[src/wlw_pkg.sv]
// Shared types, constants and lookup functions of the wall-loss line walk.
`default_nettype none

package wlw_pkg;

    // Result, accumulator and field widths; result and accumulator are 25 bits wide.
    localparam int OUT_W   = 25;
    localparam int ACC_W   = 25;
    localparam int MAT_W   = 3;
    localparam int LOSS_W  = 12;
    localparam int PT_W    = 15;
    localparam int QUO_W   = 20;
    localparam int REM_W   = 5;
    localparam int FRAC_W  = 5;
    localparam int RECIP_W = 28;
    localparam int RECIP_SHIFT = 32;

    // Sums in 1/200 dB at or above this give a result beyond the output range.
    localparam logic [ACC_W-1:0] SAT_LIM = 25'd26214400;

    // Reciprocal of 25 scaled by 2^32, rounded up; exact for sums below 2^25.
    localparam logic [RECIP_W-1:0] RECIP_25 = 28'd171798692;

    // Register indexes of the configuration port.
    localparam int REG_AP_X   = 0;
    localparam int REG_AP_Y   = 1;
    localparam int REG_WALL_0 = 2;

    // Material codes; anything else adds no loss.
    localparam logic [MAT_W-1:0] MAT_EMPTY    = 3'd0;
    localparam logic [MAT_W-1:0] MAT_GLASS    = 3'd1;
    localparam logic [MAT_W-1:0] MAT_COATED   = 3'd2;
    localparam logic [MAT_W-1:0] MAT_CONCRETE = 3'd3;
    localparam logic [MAT_W-1:0] MAT_WOOD     = 3'd4;

    // Commands from the controller to the datapath.
    typedef struct packed {
        logic load;
        logic visit;
        logic mul;
        logic quo;
        logic fin;
    } wlw_cmd_t;

    // Status from the datapath to the controller.
    typedef struct packed {
        logic at_end;
    } wlw_stat_t;

    // Loss of one wall crossing at 5 GHz, in units of 1/200 dB.
    function automatic logic [LOSS_W-1:0] mat_loss(input logic [MAT_W-1:0] mat);
        logic [LOSS_W-1:0] loss;
        unique case (mat)
            MAT_GLASS:    loss = 12'd420;
            MAT_COATED:   loss = 12'd3430;
            MAT_CONCRETE: loss = 12'd385;
            MAT_WOOD:     loss = 12'd763;
            default:      loss = '0;
        endcase
        return loss;
    endfunction

    // floor(32 * r / 25) for a remainder r below 25.
    function automatic logic [FRAC_W-1:0] frac_tab(input logic [REM_W-1:0] r);
        logic [FRAC_W-1:0] f;
        case (r)
            5'd0:    f = 5'd0;
            5'd1:    f = 5'd1;
            5'd2:    f = 5'd2;
            5'd3:    f = 5'd3;
            5'd4:    f = 5'd5;
            5'd5:    f = 5'd6;
            5'd6:    f = 5'd7;
            5'd7:    f = 5'd8;
            5'd8:    f = 5'd10;
            5'd9:    f = 5'd11;
            5'd10:   f = 5'd12;
            5'd11:   f = 5'd14;
            5'd12:   f = 5'd15;
            5'd13:   f = 5'd16;
            5'd14:   f = 5'd17;
            5'd15:   f = 5'd19;
            5'd16:   f = 5'd20;
            5'd17:   f = 5'd21;
            5'd18:   f = 5'd23;
            5'd19:   f = 5'd24;
            5'd20:   f = 5'd25;
            5'd21:   f = 5'd26;
            5'd22:   f = 5'd28;
            5'd23:   f = 5'd29;
            5'd24:   f = 5'd30;
            default: f = '0;
        endcase
        return f;
    endfunction

endpackage

`default_nettype wire

[src/wlw_cfg_regs.sv]
// Configuration registers: access point position and wall slots.
`default_nettype none

module wlw_cfg_regs #(
    parameter int WALL_SLOTS = 4,
    parameter int COORD_BITS = 10
) (
    input  logic                                  clk,
    input  logic                                  rst_n,
    input  logic                                  cfg_wr_en,
    input  logic [$clog2(WALL_SLOTS+2)-1:0]       cfg_idx,
    input  logic [4*COORD_BITS+wlw_pkg::MAT_W-1:0] cfg_data,
    output logic [COORD_BITS-1:0]                 ap_x,
    output logic [COORD_BITS-1:0]                 ap_y,
    output logic [WALL_SLOTS-1:0][4*COORD_BITS+wlw_pkg::MAT_W-1:0] walls
);
    import wlw_pkg::*;

    localparam int IDX_W = $clog2(WALL_SLOTS + 2);

    logic [COORD_BITS-1:0] ap_x_reg;
    logic [COORD_BITS-1:0] ap_y_reg;
    logic [WALL_SLOTS-1:0][4*COORD_BITS+MAT_W-1:0] walls_reg;

    // Register writes; an index past the last wall slot is ignored.
    always_ff @(posedge clk or negedge rst_n)
    begin
        if (!rst_n)
        begin
            ap_x_reg  <= '0;
            ap_y_reg  <= '0;
            walls_reg <= '0;
        end
        else if (cfg_wr_en)
        begin
            if (cfg_idx == IDX_W'(REG_AP_X))
            begin
                ap_x_reg <= cfg_data[COORD_BITS-1:0];
            end
            if (cfg_idx == IDX_W'(REG_AP_Y))
            begin
                ap_y_reg <= cfg_data[COORD_BITS-1:0];
            end
            for (int k = 0; k < WALL_SLOTS; k++)
            begin
                if (cfg_idx == IDX_W'(REG_WALL_0 + k))
                begin
                    walls_reg[k] <= cfg_data;
                end
            end
        end
    end

    assign ap_x  = ap_x_reg;
    assign ap_y  = ap_y_reg;
    assign walls = walls_reg;

endmodule

`default_nettype wire

[src/wlw_ctrl.sv]
// Controller state machine sequencing the line walk and the final scaling.
`default_nettype none

module wlw_ctrl (
    input  logic              clk,
    input  logic              rst_n,
    input  logic              start,
    output logic              busy,
    output logic              done,
    output wlw_pkg::wlw_cmd_t cmd,
    input  wlw_pkg::wlw_stat_t stat
);
    import wlw_pkg::*;

    typedef enum logic [2:0] {
        ST_IDLE,
        ST_WALK,
        ST_DRAIN,
        ST_MUL,
        ST_QUO,
        ST_FIN
    } state_t;

    state_t state_reg;
    logic   done_reg;

    // State and the result strobe.
    always_ff @(posedge clk or negedge rst_n)
    begin
        if (!rst_n)
        begin
            state_reg <= ST_IDLE;
            done_reg  <= 1'b0;
        end
        else
        begin
            done_reg <= 1'b0;
            unique case (state_reg)
                ST_IDLE:
                begin
                    if (start)
                    begin
                        state_reg <= ST_WALK;
                    end
                end
                ST_WALK:
                begin
                    if (stat.at_end)
                    begin
                        state_reg <= ST_DRAIN;
                    end
                end
                ST_DRAIN: state_reg <= ST_MUL;
                ST_MUL:   state_reg <= ST_QUO;
                ST_QUO:   state_reg <= ST_FIN;
                ST_FIN:
                begin
                    state_reg <= ST_IDLE;
                    done_reg  <= 1'b1;
                end
                default:  state_reg <= ST_IDLE;
            endcase
        end
    end

    // Commands decoded from the state.
    always_comb
    begin
        cmd       = '0;
        cmd.load  = (state_reg == ST_IDLE) && start;
        cmd.visit = (state_reg == ST_WALK);
        cmd.mul   = (state_reg == ST_MUL);
        cmd.quo   = (state_reg == ST_QUO);
        cmd.fin   = (state_reg == ST_FIN);
    end

    assign busy = (state_reg != ST_IDLE);
    assign done = done_reg;

    // A result follows the final scaling step and never overlaps a walk.
    a_done_after_fin: assert property (@(posedge clk) disable iff (!rst_n)
        done |-> $past(state_reg == ST_FIN))
        else $error("result strobe without a finished item");

    a_start_takes: assert property (@(posedge clk) disable iff (!rst_n)
        (start && !busy) |=> (state_reg == ST_WALK))
        else $error("accepted item did not start a walk");

    a_walk_holds: assert property (@(posedge clk) disable iff (!rst_n)
        (state_reg == ST_WALK && !stat.at_end) |=> (state_reg == ST_WALK))
        else $error("walk left before reaching the access point");

endmodule

`default_nettype wire

[src/wlw_datapath.sv]
// Datapath: Bresenham stepper, wall hit test, loss accumulator and Q17.8 scaling.
`default_nettype none

module wlw_datapath #(
    parameter int WALL_SLOTS = 4,
    parameter int COORD_BITS = 10
) (
    input  logic                    clk,
    input  logic                    rst_n,
    input  wlw_pkg::wlw_cmd_t       cmd,
    output wlw_pkg::wlw_stat_t      stat,
    input  logic [COORD_BITS-1:0]   pixel_x,
    input  logic [COORD_BITS-1:0]   pixel_y,
    input  logic [COORD_BITS-1:0]   ap_x,
    input  logic [COORD_BITS-1:0]   ap_y,
    input  logic [WALL_SLOTS-1:0][4*COORD_BITS+wlw_pkg::MAT_W-1:0] walls,
    output logic [wlw_pkg::OUT_W-1:0] total_loss
);
    import wlw_pkg::*;

    localparam int ERR_W  = COORD_BITS + 2;
    localparam int E2_W   = COORD_BITS + 3;
    localparam int BND_W  = COORD_BITS + 1;
    localparam int PROD_W = ACC_W + RECIP_W;

    // Walk state.
    logic [COORD_BITS-1:0]   x_reg;
    logic [COORD_BITS-1:0]   y_reg;
    logic [COORD_BITS-1:0]   dx_reg;
    logic [COORD_BITS-1:0]   dy_reg;
    logic                    sx_neg_reg;
    logic                    sy_neg_reg;
    logic signed [ERR_W-1:0] err_reg;

    logic [COORD_BITS-1:0]   dx_ld;
    logic [COORD_BITS-1:0]   dy_ld;
    logic signed [E2_W-1:0]  e2;
    logic signed [E2_W-1:0]  dx_s;
    logic signed [E2_W-1:0]  dy_s;
    logic signed [E2_W-1:0]  err_ext;
    logic signed [E2_W-1:0]  err_sum;
    logic                    step_x;
    logic                    step_y;
    logic                    at_end;

    // Hit test and accumulation.
    logic [LOSS_W-1:0]       slot_loss_reg [WALL_SLOTS];
    logic                    loss_vld_reg;
    logic [PT_W-1:0]         pt_sum;
    logic [ACC_W-1:0]        acc_reg;
    logic [ACC_W-1:0]        acc_sum;

    // Scaling by 256/200.
    logic [PROD_W-1:0]       prod_reg;
    logic                    sat_reg;
    logic [QUO_W-1:0]        quo_reg;
    logic [ACC_W-1:0]        quo_x25;
    logic [REM_W-1:0]        rem;
    logic [OUT_W-1:0]        total_loss_reg;

    // Distances for a new walk.
    always_comb
    begin
        dx_ld = (ap_x > pixel_x) ? (ap_x - pixel_x) : (pixel_x - ap_x);
        dy_ld = (ap_y > pixel_y) ? (ap_y - pixel_y) : (pixel_y - ap_y);
    end

    // Error term decisions for one Bresenham step.
    always_comb
    begin
        dx_s    = {3'b000, dx_reg};
        dy_s    = {3'b000, dy_reg};
        err_ext = {err_reg[ERR_W-1], err_reg};
        e2      = {err_reg, 1'b0};
        step_x  = (e2 > -dy_s);
        step_y  = (e2 < dx_s);
        err_sum = err_ext;
        if (step_x)
        begin
            err_sum = err_sum - dy_s;
        end
        if (step_y)
        begin
            err_sum = err_sum + dx_s;
        end
    end

    assign at_end      = (x_reg == ap_x) && (y_reg == ap_y);
    assign stat.at_end = at_end;

    // Stepper: load on accept, advance one point per visited cycle.
    always_ff @(posedge clk)
    begin
        if (cmd.load)
        begin
            x_reg      <= pixel_x;
            y_reg      <= pixel_y;
            dx_reg     <= dx_ld;
            dy_reg     <= dy_ld;
            sx_neg_reg <= !(pixel_x < ap_x);
            sy_neg_reg <= !(pixel_y < ap_y);
            err_reg    <= {2'b00, dx_ld} - {2'b00, dy_ld};
        end
        else if (cmd.visit && !at_end)
        begin
            err_reg <= err_sum[ERR_W-1:0];
            if (step_x)
            begin
                x_reg <= sx_neg_reg ? (x_reg - COORD_BITS'(1)) : (x_reg + COORD_BITS'(1));
            end
            if (step_y)
            begin
                y_reg <= sy_neg_reg ? (y_reg - COORD_BITS'(1)) : (y_reg + COORD_BITS'(1));
            end
        end
    end

    // Per-slot hit test at the current point, inclusive bounds.
    always_ff @(posedge clk)
    begin
        for (int k = 0; k < WALL_SLOTS; k++)
        begin
            logic [BND_W-1:0] px;
            logic [BND_W-1:0] py;
            logic [BND_W-1:0] wx;
            logic [BND_W-1:0] wy;
            logic [BND_W-1:0] wx_hi;
            logic [BND_W-1:0] wy_hi;
            px    = {1'b0, x_reg};
            py    = {1'b0, y_reg};
            wx    = {1'b0, walls[k][COORD_BITS-1:0]};
            wy    = {1'b0, walls[k][2*COORD_BITS-1:COORD_BITS]};
            wx_hi = wx + {1'b0, walls[k][3*COORD_BITS-1:2*COORD_BITS]};
            wy_hi = wy + {1'b0, walls[k][4*COORD_BITS-1:3*COORD_BITS]};
            if (px >= wx && px <= wx_hi && py >= wy && py <= wy_hi)
            begin
                slot_loss_reg[k] <= mat_loss(walls[k][4*COORD_BITS+MAT_W-1:4*COORD_BITS]);
            end
            else
            begin
                slot_loss_reg[k] <= '0;
            end
        end
    end

    // Marks a cycle whose slot losses belong to a visited point.
    always_ff @(posedge clk or negedge rst_n)
    begin
        if (!rst_n)
        begin
            loss_vld_reg <= 1'b0;
        end
        else
        begin
            loss_vld_reg <= cmd.visit;
        end
    end

    // Sum of the slot losses at one point.
    always_comb
    begin
        pt_sum = '0;
        for (int k = 0; k < WALL_SLOTS; k++)
        begin
            pt_sum = pt_sum + PT_W'(slot_loss_reg[k]);
        end
        acc_sum = acc_reg + ACC_W'(pt_sum);
    end

    // Saturating accumulator in 1/200 dB.
    always_ff @(posedge clk)
    begin
        if (cmd.load)
        begin
            acc_reg <= '0;
        end
        else if (loss_vld_reg)
        begin
            acc_reg <= (acc_sum >= SAT_LIM) ? SAT_LIM : acc_sum;
        end
    end

    // Quotient by 25 from the reciprocal product, then the remainder.
    always_comb
    begin
        quo_x25 = ACC_W'({quo_reg, 4'b0000}) + ACC_W'({quo_reg, 3'b000}) + ACC_W'(quo_reg);
        rem     = REM_W'(acc_reg - quo_x25);
    end

    // Scaling steps: multiply, take the quotient, form the Q17.8 result.
    always_ff @(posedge clk)
    begin
        if (cmd.mul)
        begin
            prod_reg <= PROD_W'(acc_reg) * PROD_W'(RECIP_25);
            sat_reg  <= (acc_reg >= SAT_LIM);
        end
        if (cmd.quo)
        begin
            quo_reg <= prod_reg[RECIP_SHIFT+QUO_W-1:RECIP_SHIFT];
        end
        if (cmd.fin)
        begin
            if (sat_reg)
            begin
                total_loss_reg <= '1;
            end
            else
            begin
                total_loss_reg <= {quo_reg, {FRAC_W{1'b0}}} + OUT_W'(frac_tab(rem));
            end
        end
    end

    assign total_loss = total_loss_reg;

endmodule

`default_nettype wire

[src/wall_loss_line_walk_core.sv]
// Top level of the wall-loss line walk: configuration, controller and datapath.
// Done rises after the walk, a drain state and the multiply, quotient and final scaling
// states; N = max(|dx|, |dy|) + 1 is the number of points (1 to 2^COORD_BITS).
// The stepper visits one point per cycle; busy stays high until the item is done, so a
// new item is not taken before the last is through; start is taken while done shows.
// Reset clears the controller and all configuration registers to zero; the receiver
// cannot stall, and total_loss holds each result until the next final scaling step.
`default_nettype none

module wall_loss_line_walk_core #(
    parameter int WALL_SLOTS = 4,
    parameter int COORD_BITS = 10
) (
    input  logic                                   clk,
    input  logic                                   rst_n,
    input  logic                                   start,
    output logic                                   busy,
    output logic                                   done,
    input  logic [COORD_BITS-1:0]                  pixel_x,
    input  logic [COORD_BITS-1:0]                  pixel_y,
    output logic [wlw_pkg::OUT_W-1:0]              total_loss,
    input  logic                                   cfg_wr_en,
    input  logic [$clog2(WALL_SLOTS+2)-1:0]        cfg_idx,
    input  logic [4*COORD_BITS+wlw_pkg::MAT_W-1:0] cfg_data
);
    import wlw_pkg::*;

    logic [COORD_BITS-1:0] ap_x;
    logic [COORD_BITS-1:0] ap_y;
    logic [WALL_SLOTS-1:0][4*COORD_BITS+MAT_W-1:0] walls;
    wlw_cmd_t  cmd;
    wlw_stat_t stat;

    // Configuration registers.
    wlw_cfg_regs #(
        .WALL_SLOTS (WALL_SLOTS),
        .COORD_BITS (COORD_BITS)
    ) u_cfg (
        .clk       (clk),
        .rst_n     (rst_n),
        .cfg_wr_en (cfg_wr_en),
        .cfg_idx   (cfg_idx),
        .cfg_data  (cfg_data),
        .ap_x      (ap_x),
        .ap_y      (ap_y),
        .walls     (walls)
    );

    // Sequencer.
    wlw_ctrl u_ctrl (
        .clk   (clk),
        .rst_n (rst_n),
        .start (start),
        .busy  (busy),
        .done  (done),
        .cmd   (cmd),
        .stat  (stat)
    );

    // Walk, hit test and scaling.
    wlw_datapath #(
        .WALL_SLOTS (WALL_SLOTS),
        .COORD_BITS (COORD_BITS)
    ) u_dp (
        .clk        (clk),
        .rst_n      (rst_n),
        .cmd        (cmd),
        .stat       (stat),
        .pixel_x    (pixel_x),
        .pixel_y    (pixel_y),
        .ap_x       (ap_x),
        .ap_y       (ap_y),
        .walls      (walls),
        .total_loss (total_loss)
    );

endmodule

`default_nettype wire

[config.mk]
export PLATFORM = sky130hd
export DESIGN_NAME = wall_loss_line_walk_core
export DESIGN_NICKNAME = d
export VERILOG_FILES = /design/src/wlw_pkg.sv /design/src/wlw_cfg_regs.sv /design/src/wlw_ctrl.sv /design/src/wlw_datapath.sv /design/src/wall_loss_line_walk_core.sv
export SDC_FILE = /design/constraint.sdc
export NUM_CORES = 2
export LEC_CHECK = 0
export ABC_AREA = 1
export ABC_CLOCK_PERIOD_IN_PS = 5400
export BUFFER_PORTS_ARGS = -buffer_cell sky130_fd_sc_hd__clkbuf_2
export CORE_ASPECT_RATIO = 0.5
export CORE_MARGIN = 5
export CORE_UTILIZATION = 59
export CTS_CLUSTER_SIZE = 24
export DETAILED_ROUTE_END_ITERATION = 10
export GPL_ROUTABILITY_DRIVEN = 0
export PLACE_DENSITY_LB_ADDON = 0.12
export SYNTH_ARGS = -nofsm -noshare
export SYNTH_HDL_FRONTEND = slang
export SYNTH_SLANG_ARGS = --single-unit
[constraint.sdc]
create_clock -name clk -period 5.4 [get_ports clk]
set_clock_uncertainty 0.1 [all_clocks]
set_input_delay 1.08 -clock clk [delete_from_list [all_inputs] [get_ports clk]]
set_output_delay 1.08 -clock clk [all_outputs]
set_load 0.02 [all_outputs]
# Word-level counts from Yosys, hierarchy flattened
# Memory sizes are Yosys's and may differ from the RTL's.
# Index checks and enable logic that the tools add are counted.
[classes]
addsub = 28
mul = 1
order_cmp = 24
eq_ne = 30
n_mux = 45
bitwise_logic = 4
n_reduce_logical = 33
[op_table]
columns = ["op", "count"]
rows = [
  ["$pmux 12 s4", 4],
  ["$mux 12", 12],
  ["$mux 10", 10],
  ["$add 10x10->11", 8],
  ["$le 10x11->1", 8],
  ["$ge 10x10->1", 8],
  ["$ge 25x25->1 const B", 2],
  ["$mul 25x26->50 const B", 1],
  ["$sub 10x10->10", 4],
  ["$eq 3x2->1 const B", 12],
  ["$add 15x12->15", 2],
  ["$add 25x15->25", 1],
  ["$add 25x5->25", 1],
  ["$mux 25", 1],
  ["$eq 3x3->1 const B", 8],
  ["$add 10x1->10 const B", 2],
  ["$eq 10x10->1", 2],
  ["$gt 10x10->1", 2],
  ["$lt 10x10->1", 2],
  ["$sub 10x1->10 const B", 2],
  ["$eq 3x1->1 const B", 6],
  ["$reduce_and 2->1", 9],
  ["$logic_and 1x1->1", 15],
  ["$pmux 3 s5", 1],
  ["18 further kinds", 42],
]
[word_totals]
reg_bits = 372
ram_bits = 48
romBits = 160
input_bits = 70
out_inout_bits = 27
wordCells = 188
mem_count = 2
[memory_table]
columns = ["memory", "depth", "word_bits", "read_ports", "rd_ports_with_merged_regs", "write_ports", "line_no", "text"]
rows = [
  ["(no name shown)", 32, 5, 1, 0, 0, "wlw_pkg.sv:66", "case (r)"],
  ["u_dp.slot_loss_reg", 4, 12, 4, 0, 4, "wlw_datapath.sv:47", "logic [LOSS_W-1:0] slot_loss_reg [WALL_SLOTS];"],
]

# Logic depth before layout (Yosys ltp)
[logic_depth]
word_depth = 8
ltp_mapped = 34
mapped_depth_nobuf = 34

# Modules after synthesis
# From an unflattened synthesis, not the netlist that was laid out.
[hier_totals]
cells_unflattened = 4857
hier_area_um2 = 39411.5
[by_module_without_submodules]
columns = ["mod", "instances", "cells_each", "area_per_inst_um2", "seq_area_each_um2"]
rows = [
  ["wlw_datapath", 1, 3993, 31720.4, 4769.6],
  ["wlw_cfg_regs", 1, 835, 7473.4, 4804.6],
  ["wlw_ctrl", 1, 29, 217.7, 100.1],
]

# Worst setup path after synthesis
# OpenSTA, ideal clock, no wires.
[synth_path]
kind = "register -> register"
startpoint = "register u_dp.acc_reg[6]"
endpoint = "register u_dp.prod_reg[49], data pin"
setup_ns = 0.252
arrival_ns = 5.433
required_time_ns = 5.048
slack_ns = -0.385
path_stages_with_launch = 25
n_path_buf = 0
period_less_slack_ns = 5.785
path_cell_list = "dfxtp_1 -> fa_1 -> fa_1 -> inv_1 -> fa_1 -> inv_1 -> fa_1 -> inv_1 -> fa_1 -> fa_1 -> inv_1 -> fa_1 -> ha_1 -> nand2_1 -> a21oi_1 -> nor2_1 -> o21ai_0 -> a21oi_1 -> nand2_1 -> a21oi_1 -> inv_1 -> nand2_1 -> nand2_1 -> nand2_1 -> nand2_1"
[synth_via]
elab_chain_len = 1
[synth_lines]
columns = ["item", "line_no", "text"]
rows = [
  ["start: declaration", "wlw_datapath.sv:50", "logic [ACC_W-1:0] acc_reg;"],
  ["start signal: assignment", "wlw_datapath.sv:179", "acc_reg <= (acc_sum >= SAT_LIM) ? SAT_LIM : acc_sum;"],
  ["$mul 25x26->50", "wlw_datapath.sv:195", "prod_reg <= PROD_W'(acc_reg) * PROD_W'(RECIP_25);"],
  ["end signal: assignment", "wlw_datapath.sv:195", ""],
  ["end: declaration", "wlw_datapath.sv:54", "logic [PROD_W-1:0] prod_reg;"],
]
# No other way between the ends.
# A chain may end at the register's enable or synchronous reset.

# Final worst setup path
[layout_path]
startpoint = "register u_dp.acc_reg[14]"
endpoint = "register u_dp.prod_reg[47], data pin"
# Same word-level chain as after synthesis.

==> impl_results.md <==
* Status: finished with violations
* Failing checks: negative setup slack
* Sink Count at 374
* Cell mode on critical path: fa_2
* Adder-Cell Fraction of Synth Area at about a third
* # port buffers at between 90 and 100
* Largest family of logic cells by synthesized area: adder cells
* Post-DRT Antenna Nets at 0
* Max FFs per register at 172
* Routed wire length at approximately 100000 um
* CTS Buf Count at 39
* Data required, critical path at 5.62 ns
* Clk buf depth at 3
* Final setup margin at -0.3840 ns
* Cts hold-fix bufs at 0
* Slew headroom at just under 20%
* EDFF count, synth at 120
* Kind of cell adding the most delay to the critical path: adder cells
* Hpwl dp at between 80000 and 90000 um
* Initial antenna violation count at 4
* Synth Instances at 4654
* Crit end category: flip-flop
* Tcrit/Tclk final at 107.1%
* Congestion Overflow GR at 0
* Seq cells post-synth at 374
* Placed insts at 5793
* Post-synthesis cell type count at 56
* Rows at 66
* H-tree level count at 2
* Async S/R FF share, synth at a little over half
* Final setup vio count at 20
* Worst-path cell with the longest stage delay: fa_2
* Mux cell area share after synthesis at 0%
* Post-route insts no fill at 5891
* Mapped cell area at between 0.03 and 0.04 sq mm
* Max-slew violations at 0
* Crit Path Max Fanout at 5
* Synth Area in Simple Gates at 14.79%
* Final core occ at 68.56%
* Compound-Gate Fraction of Synth Area at 11.80%
* Clk Latency, worst-skew pair at 0.59 ns
* Syn Area/Cell at between 8 and 9 sq um
* Core area at 0.06482 sq mm
* RSZ-0062 raised after global routing: yes
* CP bufs+invs at 6
* P&R area growth vs syn at 15.24%
* Initial cell density of the core at 59.49%
* Fmax at 172.9 MHz
* Max_cap viols at 0
* Most frequent cells in the layout: inv_1, nand2_1, ha_1, o21ai_0, a21oi_1
* Die area at 0.07089 sq mm
* Vias in the first global route at 32068
* Die W at 371.6 um
* First-pass GRT wire length at approximately 170000 um
* Nets at ~6000
* Die span in y at around 190 um
* Vias per cell at 5.460
* Min Tclk post-route at 5.784 ns
* CTS tree: yes
* Wire length per cell at 17.65 um
* Clk root buf: clkbuf_16
* Least-Margin Pin Slew at around 1.2 ns
* Leading cell type in the layout, fill and taps excluded: inv_1
* Clk slew on worst S/H paths at 0.06 ns
* Vias at approximately 32000
* Largest net degree at the start of global routing at 102
* Layout cells sized above 1 at between 10 and 15%
* Synth Flop Type: dfrtp_1
* Critical Path, Cell by Cell: fa_2 -> inv_2 -> fa_2 -> inv_2 -> fa_2 -> inv_2 -> fa_2 -> fa_1 -> inv_1 -> fa_1 -> fa_2 -> ha_4 -> nand2_4 -> buf_4 -> o21ai_0 -> inv_1 -> nand2_1 -> a21oi_2 -> nand3_4 -> a21oi_2 -> xnor2_1
* DP Worst Slack at -0.3632 ns
* GR Util All Layers at 29.21%
* DR pass1 iterations at 6
* Xor/xnor share of the synthesized area at roughly 4.5%
* CP peak stage delay at around 0.58 ns
* Drt drc at 0
* Synth Warn # at 0
* Final number of hold-violating endpoints at 0
* CP Launch Type: flip-flop
* Min-Delay Path Class: flip-flop to flip-flop
* I/O pin cnt at 97
* Crit path kind: flip-flop to flip-flop
* Initial drt markers at 2142
* Seq/Total Area, Yosys at between 20% and 30%
* Post-Syn Nets at 5633
* Critical Path AT at 6.00 ns
-- final timing paths --
path,start,end,slack (ns),depth (start not counted)
worst max register to register,u_dp.acc_reg[14]$_SDFFE_PP0P_,u_dp.prod_reg[47]$_DFFE_PN_,-0.38,21
worst min-delay path,u_dp.prod_reg[34]$_DFFE_PN_,u_dp.quo_reg[2]$_DFFE_PN_,0.32,0
worst min register to register,u_dp.prod_reg[34]$_DFFE_PN_,u_dp.quo_reg[2]$_DFFE_PN_,0.32,0
min in group asynchronous,rst_n,u_cfg.walls[25]$_DFFE_PN0P_,0.49,1
worst max-delay path,u_dp.acc_reg[14]$_SDFFE_PP0P_,u_dp.prod_reg[47]$_DFFE_PN_,-0.38,21
max in group asynchronous,rst_n,u_cfg.walls[167]$_DFFE_PN0P_,3.64,2
-- per-layer routing --
layer  vias up  routed length (um)  global-route usage [%]
met5         -                  13                       0
met4         2                4615                   10.80
met3       254                5302                   3.704
met2       870               49120                   50.24
met1     15261               44950                   38.08
li1      15776                   -                       -
-- stage by stage --
step / setup TNS, ns / cell area, sq um / hold WS [ns]
detailed placement: -6.374 / 41870 / 0.3045
floorplan: -0.3398 / 38830 / 0.3003
finish: -5.095 / 44440 / 0.3194
CTS: -3.916 / 43630 / 0.3202
global route: -10.44 / 44440 / 0.3335
global placement: -3.937 / 41870 / 0.3008
-- logic make-up (layout without fill, tap and decap cells) --
| family | count (synthesis) | in the layout |
|---|---|---|
| xor gates and xnor gates | 196 | 196 |
| other | 0 | 2 |
| DFF | 374 | 374 |
| and+or+nand+nor | 1366 | 1368 |
| adders and majority gates | 909 | 909 |
| AOI/OAI and AO/OA | 833 | 833 |
| buffers and inverters | 976 | 1325 |
-- synth_stat cells, types with 10 or more instances --
cell type  count  area share, %
dfrtp_1      197             13
xnor2_1       78            1.8
dfxtp_1       57            3.0
inv_1        905            8.8
o21ai_1       10           0.13
xor2_1       117            2.7
nor2_1       260            2.5
o211ai_1      26           0.51
a211oi_1      10           0.19
fa_1         246             13
a21oi_1      321            4.2
nand2_1      812            7.9
o21bai_1      23           0.45
edfxtp_1     120            9.3
nor3_1        41           0.53
nor2_2        11           0.18
clkbuf_1      50           0.49
a31oi_1       10           0.16
or2_2         27           0.44
nand3_1      131            1.7
nand4_1       45           0.73
ha_1         663             22
nor4_1        11           0.18
a21o_1        27           0.53
o21ai_0      357            4.6
-- final cells by class --
cell class | count | area, sq um
Tap cell | 884 | 1106
Clock inverter | 21 | 176.4
Inverter | 911 | 3422
Antenna cell | 2 | 5.005
Fill cell | 5182 | 20380
Timing Repair Buffer | 344 | 2387
Clock buffer | 49 | 1086
Multi-Input combinational cell | 3306 | 26530
Sequential cell | 374 | 9729
-- repair_timing --
item / CTS / global route
pin swaps: 42 / 112
buffers inserted: 11 / 16
hold endpoints to repair: 0 / 0
resized for setup: 102 / 174
setup endpoints to repair: 43 / 52
gates cloned: 0 / 2
Power is not shown: default switching activity piles up to over one toggle a cycle in this logic, so the estimate is an artifact.
